==> config.mk <==
export PLATFORM = sky130hd
export DESIGN_NAME = life_generation_row_engine
export DESIGN_NICKNAME = d
export VERILOG_FILES = /design/src/lgre_pkg.sv /design/src/lgre_cell.sv /design/src/lgre_row.sv /design/src/lgre_outq.sv /design/src/life_generation_row_engine.sv
export SDC_FILE = /design/constraint.sdc
export NUM_CORES = 2
export LEC_CHECK = 0
export BUFFER_PORTS_ARGS = -buffer_cell sky130_fd_sc_hd__buf_2
export CORE_MARGIN = 2
export CORE_UTILIZATION = 64
export DETAILED_ROUTE_END_ITERATION = 12
export PLACE_DENSITY = 0.83
export SLEW_MARGIN = 20
export SYNTH_ARGS = -nofsm -noshare
export SYNTH_HDL_FRONTEND = slang
export SYNTH_SLANG_ARGS = --single-unit
export TNS_END_PERCENT = 30
==> constraint.sdc <==
create_clock -name clk -period 10.4 [get_ports clk]
set_clock_uncertainty 0.2 [all_clocks]
set_input_delay 1.56 -clock clk [delete_from_list [all_inputs] [get_ports clk]]
set_output_delay 1.56 -clock clk [all_outputs]
set_load 0.02 [all_outputs]
==> src/lgre_pkg.sv <==
package lgre_pkg;

  // Field and register widths
  localparam int DATA_W  = 64;
  localparam int IDX_W   = 12;
  localparam int CC_W    = 7;
  localparam int RC_W    = 13;
  localparam int APB_AW  = 3;
  localparam int APB_DW  = 32;

  // Register select, taken from paddr[2]
  localparam logic REG_COLUMN_COUNT = 1'b0;
  localparam logic REG_ROW_COUNT    = 1'b1;

  localparam logic [CC_W-1:0] COLUMN_COUNT_RST = 7'd64;
  localparam logic [RC_W-1:0] ROW_COUNT_RST    = 13'd64;

  // B3/S23 rule
  localparam logic [3:0] BIRTH_COUNT   = 4'd3;
  localparam logic [3:0] SURVIVE_COUNT = 4'd2;

  // Result queue
  localparam int Q_DEPTH = 4;
  localparam int Q_PTR_W = 2;
  localparam int Q_CNT_W = 3;

  typedef struct packed {
    logic [DATA_W-1:0] bits;
    logic [IDX_W-1:0]  idx;
    logic              done;
  } result_t;

  // Queue write strobes; second only comes with first
  typedef struct packed {
    logic first;
    logic second;
  } push_t;

endpackage

==> src/lgre_cell.sv <==
module lgre_cell import lgre_pkg::*; (
  input  logic [2:0] above,
  input  logic [2:0] here,
  input  logic [2:0] below,
  output logic       alive_next
);

  // Bit 1 of each window is this column, bits 0 and 2 its neighbors
  logic [3:0] neighbors;

  assign neighbors = 4'(above[0]) + 4'(above[1]) + 4'(above[2])
                   + 4'(here[0])  + 4'(here[2])
                   + 4'(below[0]) + 4'(below[1]) + 4'(below[2]);

  assign alive_next = (neighbors == BIRTH_COUNT)
                    | (here[1] & (neighbors == SURVIVE_COUNT));

endmodule

==> src/lgre_row.sv <==
module lgre_row #(
  parameter int WIDTH = 64
) (
  input  logic [WIDTH-1:0] above,
  input  logic [WIDTH-1:0] here,
  input  logic [WIDTH-1:0] below,
  input  logic [WIDTH-1:0] mask,
  output logic [WIDTH-1:0] next_row
);

  // Cells outside the column mask and beyond both edges are dead
  logic [WIDTH+1:0] above_pad;
  logic [WIDTH+1:0] here_pad;
  logic [WIDTH+1:0] below_pad;
  logic [WIDTH-1:0] lane_out;

  assign above_pad = {1'b0, above & mask, 1'b0};
  assign here_pad  = {1'b0, here & mask, 1'b0};
  assign below_pad = {1'b0, below & mask, 1'b0};

  // One lane per column
  for (genvar c = 0; c < WIDTH; c++) begin : g_lane
    lgre_cell u_cell (
      .above      (above_pad[c+2:c]),
      .here       (here_pad[c+2:c]),
      .below      (below_pad[c+2:c]),
      .alive_next (lane_out[c])
    );
  end

  // Merge lanes, clearing unused columns
  assign next_row = lane_out & mask;

endmodule

==> src/lgre_outq.sv <==
module lgre_outq import lgre_pkg::*; (
  input  logic    clk,
  input  logic    rst,
  input  push_t   push,
  input  result_t entry0,
  input  result_t entry1,
  input  logic    pop,
  output logic    valid,
  output logic    low_space,
  output result_t head_entry
);

  result_t              q [Q_DEPTH];
  logic [Q_PTR_W-1:0]   head;
  logic [Q_PTR_W-1:0]   tail;
  logic [Q_CNT_W-1:0]   count;
  logic [Q_CNT_W-1:0]   count_next;
  logic [Q_PTR_W-1:0]   tail_plus1;

  assign tail_plus1 = tail + 1'b1;
  assign valid      = (count != '0);
  // Room for two results is needed before a row transfer
  assign low_space  = (count > Q_CNT_W'(Q_DEPTH - 2));
  assign head_entry = q[head];

  always_comb begin
    count_next = count + Q_CNT_W'(push.first) + Q_CNT_W'(push.second)
               - Q_CNT_W'(pop);
  end

  // Pointers and fill count
  always_ff @(posedge clk) begin
    if (rst) begin
      head  <= '0;
      tail  <= '0;
      count <= '0;
    end else begin
      count <= count_next;
      if (pop) begin
        head <= head + 1'b1;
      end
      if (push.second) begin
        tail <= tail + 2'd2;
      end else if (push.first) begin
        tail <= tail_plus1;
      end
    end
  end

  // Entry storage
  always_ff @(posedge clk) begin
    if (push.first) begin
      q[tail] <= entry0;
    end
    if (push.second) begin
      q[tail_plus1] <= entry1;
    end
  end

  a_count_bound: assert property (@(posedge clk) disable iff (rst)
    count <= Q_CNT_W'(Q_DEPTH))
    else $error("result queue overfilled");

  a_no_overrun: assert property (@(posedge clk) disable iff (rst)
    (push.second && !pop) |-> (count <= Q_CNT_W'(Q_DEPTH - 2)))
    else $error("two results pushed without room");

endmodule

==> src/life_generation_row_engine.sv <==
// Life generation row engine: one B3/S23 generation over a bounded grid.
// Rows stream in on the row channel (row_valid/row_stall/row_bits), one row
// per transfer, top row first; bit c is column c. Results leave on the
// result channel (result_valid/result_stall) with next_row_bits, row_index
// and frame_done, which marks the frame's last row.
// column_count and row_count sit on the APB port at 0x0 and 0x4.
// A row's result enters the result queue when the row below it is
// transferred. The last row of a frame yields two results in that transfer,
// the row before it and itself; a one-row frame yields one.
// Throughput: one row per cycle while row_stall is low, set by the two 64-lane
// row evaluators and a four-entry result queue; a frame of N rows yields N
// results, none for its first row and two for its last, so without result
// stalls the queue never holds more than two entries and row_stall stays low.
// Stall: results wait in the queue; row_stall rises when the queue has
// fewer than two free entries, so nothing is dropped under any stall pattern.
// Reset: rows seen and stored rows clear, column_count and row_count return
// to 64, the queue empties. A frame ends after row_count rows (0 acts as 1,
// at most MAX_ROWS) and the next transfer starts a new frame.
module life_generation_row_engine import lgre_pkg::*; #(
  parameter int ROW_WIDTH = 64,
  parameter int MAX_ROWS  = 4096
) (
  input  logic                clk,
  input  logic                rst,
  input  logic                psel,
  input  logic                penable,
  input  logic                pwrite,
  input  logic [APB_AW-1:0]   paddr,
  input  logic [APB_DW-1:0]   pwdata,
  output logic [APB_DW-1:0]   prdata,
  output logic                pready,
  input  logic                row_valid,
  output logic                row_stall,
  input  logic [DATA_W-1:0]   row_bits,
  output logic                result_valid,
  input  logic                result_stall,
  output logic [DATA_W-1:0]   next_row_bits,
  output logic [IDX_W-1:0]    row_index,
  output logic                frame_done
);

  localparam int RW    = (MAX_ROWS > 1) ? $clog2(MAX_ROWS) : 1;
  localparam int CNT_W = ($clog2(MAX_ROWS + 1) > RC_W) ? $clog2(MAX_ROWS + 1) : RC_W;

  logic [CC_W-1:0]      column_count;
  logic [RC_W-1:0]      row_count;
  logic [ROW_WIDTH-1:0] upper_row;
  logic [ROW_WIDTH-1:0] middle_row;
  logic [RW-1:0]        rows_seen;

  logic [CC_W-1:0]      cols_eff;
  logic [ROW_WIDTH-1:0] mask;
  logic [ROW_WIDTH-1:0] cur;
  logic [CNT_W-1:0]     rows_ext;
  logic [CNT_W-1:0]     rows_eff;
  logic [CNT_W-1:0]     seen_plus1;
  logic [CNT_W-1:0]     idx_prev_ext;
  logic [CNT_W-1:0]     idx_cur_ext;
  logic                 first_row;
  logic                 last_row;
  logic                 row_accept;
  logic [ROW_WIDTH-1:0] x_above;
  logic [ROW_WIDTH-1:0] x_here;
  logic [ROW_WIDTH-1:0] x_below;
  logic [ROW_WIDTH-1:0] x_next;
  logic [ROW_WIDTH-1:0] y_next;
  push_t                push;
  result_t              entry0;
  result_t              entry1;
  result_t              head_entry;
  logic                 q_low_space;
  logic                 pop;

  // Configuration registers
  assign pready = 1'b1;

  always_ff @(posedge clk) begin
    if (rst) begin
      column_count <= COLUMN_COUNT_RST;
      row_count    <= ROW_COUNT_RST;
    end else if (psel && penable && pwrite) begin
      unique case (paddr[2])
        REG_COLUMN_COUNT: column_count <= pwdata[CC_W-1:0];
        REG_ROW_COUNT:    row_count    <= pwdata[RC_W-1:0];
        default:          ;
      endcase
    end
  end

  always_comb begin
    unique case (paddr[2])
      REG_COLUMN_COUNT: prdata = APB_DW'(column_count);
      REG_ROW_COUNT:    prdata = APB_DW'(row_count);
      default:          prdata = '0;
    endcase
  end

  // Effective column count and column mask
  assign cols_eff = (column_count > CC_W'(ROW_WIDTH)) ? CC_W'(ROW_WIDTH) : column_count;

  always_comb begin
    for (int c = 0; c < ROW_WIDTH; c++) begin
      mask[c] = (CC_W'(c) < cols_eff);
    end
  end

  assign cur = row_bits[ROW_WIDTH-1:0] & mask;

  // Effective row count and frame position
  assign rows_ext = CNT_W'(row_count);

  always_comb begin
    rows_eff = rows_ext;
    if (rows_ext == '0) begin
      rows_eff = CNT_W'(1);
    end else if (rows_ext > CNT_W'(MAX_ROWS)) begin
      rows_eff = CNT_W'(MAX_ROWS);
    end
  end

  assign seen_plus1   = CNT_W'(rows_seen) + 1'b1;
  assign first_row    = (rows_seen == '0);
  assign last_row     = (seen_plus1 >= rows_eff);
  assign idx_prev_ext = CNT_W'(rows_seen - 1'b1);
  assign idx_cur_ext  = CNT_W'(rows_seen);

  assign row_stall  = q_low_space;
  assign row_accept = row_valid && !row_stall;

  // Lane group X: the row above the new one (or the lone first row)
  assign x_above = first_row ? '0 : upper_row;
  assign x_here  = first_row ? cur : middle_row;
  assign x_below = first_row ? '0 : cur;

  lgre_row #(.WIDTH(ROW_WIDTH)) u_row_x (
    .above    (x_above),
    .here     (x_here),
    .below    (x_below),
    .mask     (mask),
    .next_row (x_next)
  );

  // Lane group Y: the new row as the frame's last row
  lgre_row #(.WIDTH(ROW_WIDTH)) u_row_y (
    .above    (middle_row),
    .here     (cur),
    .below    ('0),
    .mask     (mask),
    .next_row (y_next)
  );

  // Merge into queue entries
  always_comb begin
    push.first    = row_accept && (!first_row || last_row);
    push.second   = row_accept && !first_row && last_row;
    entry0.bits   = DATA_W'(x_next);
    entry0.idx    = first_row ? '0 : idx_prev_ext[IDX_W-1:0];
    entry0.done   = first_row && last_row;
    entry1.bits   = DATA_W'(y_next);
    entry1.idx    = idx_cur_ext[IDX_W-1:0];
    entry1.done   = 1'b1;
  end

  // Row history and frame counter
  always_ff @(posedge clk) begin
    if (rst) begin
      upper_row  <= '0;
      middle_row <= '0;
      rows_seen  <= '0;
    end else if (row_accept) begin
      if (last_row) begin
        upper_row  <= '0;
        middle_row <= '0;
        rows_seen  <= '0;
      end else begin
        upper_row  <= first_row ? '0 : (middle_row & mask);
        middle_row <= cur;
        rows_seen  <= seen_plus1[RW-1:0];
      end
    end
  end

  // Result queue
  assign pop = result_valid && !result_stall;

  lgre_outq u_outq (
    .clk        (clk),
    .rst        (rst),
    .push       (push),
    .entry0     (entry0),
    .entry1     (entry1),
    .pop        (pop),
    .valid      (result_valid),
    .low_space  (q_low_space),
    .head_entry (head_entry)
  );

  assign next_row_bits = head_entry.bits;
  assign row_index     = head_entry.idx;
  assign frame_done    = head_entry.done;

  a_second_with_first: assert property (@(posedge clk) disable iff (rst)
    push.second |-> push.first)
    else $error("second result pushed alone");

  a_frame_clear: assert property (@(posedge clk) disable iff (rst)
    (row_accept && last_row) |=> (rows_seen == '0 && middle_row == '0))
    else $error("frame state not cleared at frame end");

  a_first_row_silent: assert property (@(posedge clk) disable iff (rst)
    (row_accept && first_row && !last_row) |-> !push.first)
    else $error("result pushed for a frame's first row");

  a_stored_masked: assert property (@(posedge clk) disable iff (rst)
    (row_accept && !last_row) |=> ((middle_row & ~$past(mask)) == '0))
    else $error("stored row holds bits outside the column mask");

endmodule
=== Word level (Yosys, flattened, before mapping) ===
Memory sizes are Yosys's and may differ from the RTL's. A register that Yosys moved wholly into a read port is not among the register bits.
Cells that the tools add are included.

* Equal/unequal tests: 256
* Bitwise gates (word level): 265
* Order comparisons: 68
* Reduce and logical (&&, ||, !) cells: 18
* Add/subtract/negate cells: 700
* Muxes and demuxes: 20

{| class="wikitable"
|+ Operator list
! operator !! number
|-
| $add A4 B1 Y4 || 565
|-
| $eq A4 B2 Y1 const B || 254
|-
| $and A64 B64 Y64 || 8
|-
| $mux W64 || 6
|-
| $add A1 B1 Y2 || 126
|-
| $lt A6 B7 Y1 const A || 32
|-
| $and A1 B1 Y1 || 128
|-
| $or A1 B1 Y1 || 128
|-
| $lt A5 B7 Y1 const A || 16
|-
| $pmux W32 S2 || 1
|-
| $lt A4 B7 Y1 const A || 8
|-
| $lt A3 B7 Y1 const A || 4
|-
| $mux W13 || 2
|-
| $mux W12 || 2
|-
| $lt A1 B7 Y1 const A || 2
|-
| $lt A2 B7 Y1 const A || 2
|-
| $add A12 B1 Y13 const B || 1
|-
| $ge A13 B13 Y1 || 1
|-
| $gt A13 B13 Y1 const B || 1
|-
| $logic_not A13 Y1 || 1
|-
| $logic_not A12 Y1 || 1
|-
| $sub A12 B1 Y12 const B || 1
|-
| $logic_and A1 B1 Y1 || 8
|-
| $mux W2 || 4
|-
| other kinds (16) || 25
|}

* Input bits: 106
* Bits in writable memories: 308
* Bits in registers: 167
* Output and inout bits: 112
* Word-level logic and storage cells: 1336
* Memories kept: 1

{| class="wikitable"
|+ Memory list
! name !! depth !! bits a word !! read ports !! clocked after memory_dff !! write ports !! RTL line !! RTL
|-
| u_outq.q || 4 || 77 || 1 || 1 || 2 || lgre_outq.sv:13 || <nowiki>result_t q [Q_DEPTH];</nowiki>
|}

=== Depth between registers and ports, before layout ===
* Depth in word-level cells: 15
* Gate-level depth with buffers: 26
* Depth with buffers taken out: 21

=== Modules after synthesis ===
From an unflattened synthesis, not the netlist that was laid out.

* Cell total of the unflattened synthesis: 4562
* Area total of the unflattened synthesis: 48674.2 um^2

{| class="wikitable"
|+ By module, submodules not included
! module !! times used !! cells an instance !! area each (um^2) !! seq. area each (um^2)
|-
| lgre_cell (u_row_x.g_lane[0].u_cell ...) || 125 || 15 || 163.9 || 0.0
|-
| lgre_outq || 1 || 799 || 15312.2 || 9429.0
|-
| life_generation_row_engine || 1 || 1326 || 9175.0 || 3203.1
|-
| lgre_row || 2 || 257 || 1605.3 || 0.0
|-
| lgre_cell (u_row_x.g_lane[35].u_cell ...) || 3 || 16 || 162.7 || 0.0
|}

=== Worst setup path before layout ===
Ideal clock, no wire load.

* Path kind: flip-flop to flip-flop
* Start point: register rows_seen[2]
* End point: memory u_outq.q[2][10] (netlist name) (enable)
* Period minus slack after synthesis: 8.873 ns
* Cell stages (with the launch flop): 12
* Setup time: 0.615 ns
* Data arrival time: 8.057 ns
* Path slack: 1.527 ns
* Path through: dfxtp_1 buf_1 and3_1 and4_1 and3_1 nand3_1 xnor2_1 ha_1 nand4_1 or3b_2 o2111a_1 o21ai_0

{| class="wikitable"
|+ RTL lines
! what !! RTL line !! RTL
|-
| start: declaration || life_generation_row_engine.sv:49 || <nowiki>logic [RW-1:0] rows_seen;</nowiki>
|-
| start signal: assignment || life_generation_row_engine.sv:178 || <nowiki>rows_seen <= seen_plus1[RW-1:0];</nowiki>
|-
| end: declaration || lgre_outq.sv:13 ||
|}

==> impl_metrics.toml <==
[power]
p_seq_frac = 0.235
vdd_drop_max_v = 0.000257
switching_power_uw = 4530
p_leak_uw = 0.0196
power_density_mw_per_mm2 = 221
p_clk_frac = 0.191
p_comb_frac = 0.574
intPower_uw = 5260
switching_share = 0.463

[drt]
route.detailed.vias_per_inst = 6.48
drt-total-wl_mm = 118
dr.pass1.iters = 9
wl_per_cell_um = 22.6
ant_nets = 0
vias = 33905
drtIter0Drc = 4306
remaining_drc_errors = 0

[timing]
final-setup-viol-count = 0
worstMarginPinSlew_ps = 1270
slew_headroom = 0.154
period_minus_slack_ps = 6820
hold_viol = 0
finalMaxSlewViolations = 0
fin_setup_tns_ps = 0
fmax_mhz = 147
finalCritPeriodShare = 0.656
rsz0062_at_grt = "false"

[placed_design]
hpwlAfterDp_mm = 79.3
io_buffers = 176
gp_congestion = 0.945
dp.cells = 5130

[min_path]
holdPathStages = 2
hold_class = "flip-flop to flip-flop"
min_to = "middle_row[0]"
min-delay-start = "middle_row[0]"

[grt]
first_global_vias = 34647
antenna_found_initial = 18
grt_max_degree = 142
gr-total-overflow = 0
grtUsageTotal = 0.355
grt_pass1_wl_mm = 186

[outcome]
status = "complete, no violations"

[worst_setup_path]
path_common_cell = "fa_1"
cp_top_family = "simple AND/OR/NAND/NOR gates"
end_kind = "flip-flop"
cp_num_buf_inv = 3
regToRegStartpoint = "rows_seen[0]"
cp_cell_sequence = "inv_1 > ha_1 > nor3b_2 > and4_4 > buf_4 > nor2_1 > mux2_2 > fa_1 > xnor2_1 > ha_1 > fa_1 > inv_1 > fa_1 > a2111oi_0 > a21oi_1 > nor3_1 > o311ai_0 > o22ai_1"
rr_endpoint = "u_outq.q[0][26]"
cp_max_fo = 55
rrSetupSlack_ps = 3580
worst_ep_required_time_ps = 10640
rr_worst_depth = 18
cp.arrival_ps = 7060
slowest_stage = "and4_4"
path_class = "flip-flop to flip-flop"
critPathLaunchType = "flip-flop"
critPathMaxStageDelay_ps = 880

[floorplan]
core_area_mm2 = 0.0641
initial_core_util = 0.643
die_area_mm2 = 0.0665
placementRows = 93
die_w_um = 258
dieHeight_um = 258
io_pins = 218

[synthesis]
async_flop_share = 0
synth_compound_area_frac = 0.132
synthesis.area_mm2 = 0.0413
yosys.area_share.simple = 0.120
synth_top_area_frac = 0.221
synthTopCellsByCount = "inv_1, nand2_1, fa_1"
synth_area_leader_cell = "edfxtp_1"
synth_cell_types = 76
synthTopCellsByArea = "edfxtp_1, fa_1, ha_1, dfxtp_1, inv_1"
syn-mean-instance-area_um2 = 9.64
synth_xor_area_frac = 0.0127
yosysMostFrequentCell = "inv_1"
ys_seq_area_frac = 0.305
synth-edff-count = 304
synthAdderAreaFrac = 0.272
synth_cells = 4281
synth_top_family_by_area = "adder cells"
synthMuxAreaShare = 0.0661
synth-main-ff-cell = "edfxtp_1"
ys_ff_latch = 477
ys_warn_count = 0

[final_layout]
stdcell_count = 5234
final_net_count = 5115
n_fill_cell = 4642
drive_gt1_frac = 0.106
syn2layout_area_growth_pct = 7.32

[clocking]
ctsHoldBuffers = 0
clock_sinks = 477
h-tree-depth = 2
clock_latency_ps = 640
post_cts_buffers = 0
cts_resized = 0
numCtsBuffers = 52
clk_pin_slew_ps = 70
cts_tree = "yes"
cts_buffer_depth = 3
ctsRootBufferMaster = "clkbuf_16"

[job]
drv_cap = 0
power groups by stage:
stage	logic (uW)	registers (uW)	clock network, uW
finish	5630	2300	1870
global route	6220	2320	1930
CTS	5550	2300	1870
detailed placement	5470	2340	0
global placement	5250	2330	0
floorplan	4070	2270	0
placed cells by master (no fill, tap or decap), drive strengths merged, types with 24 or more instances in the layout:
master	Yosys	routed
o2111ai	64	64
ha	320	320
clkinv	0	26
nand3	88	88
mux2i	60	60
and2	24	24
edfxtp	304	304
a21o	26	26
clkbuf	118	61
xnor2	34	34
a22oi	51	51
a21oi	170	170
o21ai	110	110
o22ai	255	255
fa	360	360
nor2b	50	50
nor3	72	72
a211o	30	30
xor2	26	26
mux2	35	35
nand2	454	454
nor2	320	320
mux4	77	77
buf	116	210
inv	712	713
dfxtp	173	173
logic make-up after synthesis:
logic type	after synthesis
AO/OA/AOI/OAI	826
XOR/XNOR	60
adder cells (fa/ha/maj)	681
buffers and inverters	946
flip-flops	477
multiplexers	172
other	2
AND/OR/NAND/NOR	1117
layout make-up:
cell class	count	area, um^2	area share
Inverter	712	2670	0.0604
Clock inverter	36	305	0.00690
Tap cell	855	1070	0.0242
Antenna cell	7	17.5	0.000396
Timing Repair Buffer	210	1150	0.0260
Clock buffer	61	1370	0.0308
Sequential cell	477	12600	0.285
Multi-Input combinational cell	2876	25100	0.567
flip-flops by register name, summed over array words and instances (netlist names), named ones only:
register      flops
middle_row       64
u_outq.tail       2
u_outq.q        308
u_outq.count      3
rows_seen        12
u_outq.head       2
upper_row        64
column_count      7
row_count        13
worst reg2reg max path: stages, from the launching register on:
cell	delay (ps)
dfxtp_1	490
inv_1	180
ha_1	300
nor3b_2	430
and4_4	880
buf_4	640
nor2_1	160
mux2_2	310
fa_1	500
xnor2_1	150
ha_1	310
fa_1	190
inv_1	60
fa_1	390
a2111oi_0	460
a21oi_1	100
nor3_1	260
o311ai_0	360
o22ai_1	260
per-layer routing:
metal / vias to the layer above / GRT usage / wire length (um)
li1: 14850 / - / -
met1: 16411 / 0.457 / 43400
met2: 2195 / 0.562 / 54100
met3: 427 / 0.0882 / 14600
met4: 22 / 0.182 / 6010
met5: - / 0 / 118
worst max path at each step:
stage | slack, ps | start | to | cells past startpoint
floorplan | 1530 | rows_seen[2] | u_outq.q[2][10] | 11
detailed placement | 3750 | rows_seen[0] | u_outq.q[3][26] | 18
finish | 3580 | rows_seen[0] | u_outq.q[0][26] | 18
global placement | 3900 | rows_seen[0] | u_outq.q[3][67] | 16
CTS | 3700 | rows_seen[0] | u_outq.q[3][26] | 18
global route | 3090 | rows_seen[0] | u_outq.q[0][26] | 18
through the flow:
| stage | worst slack (ps) | area [um^2] | util | power (uW) | hold slack [ps] |
|---|---|---|---|---|---|
| after floorplan | 1530 | 41300 | - | 6330 | 242 |
| after global placement | 3900 | 42600 | 0.664 | 7580 | 251 |
| after detailed placement | 3750 | 42600 | 0.664 | 7810 | 255 |
| after CTS | 3700 | 44200 | 0.690 | 9710 | 264 |
| after global routing | 3090 | 44300 | 0.690 | 10500 | 292 |
| final | 3580 | 44300 | 0.691 | 9800 | 264 |
Power figures use the tool's default switching activity.
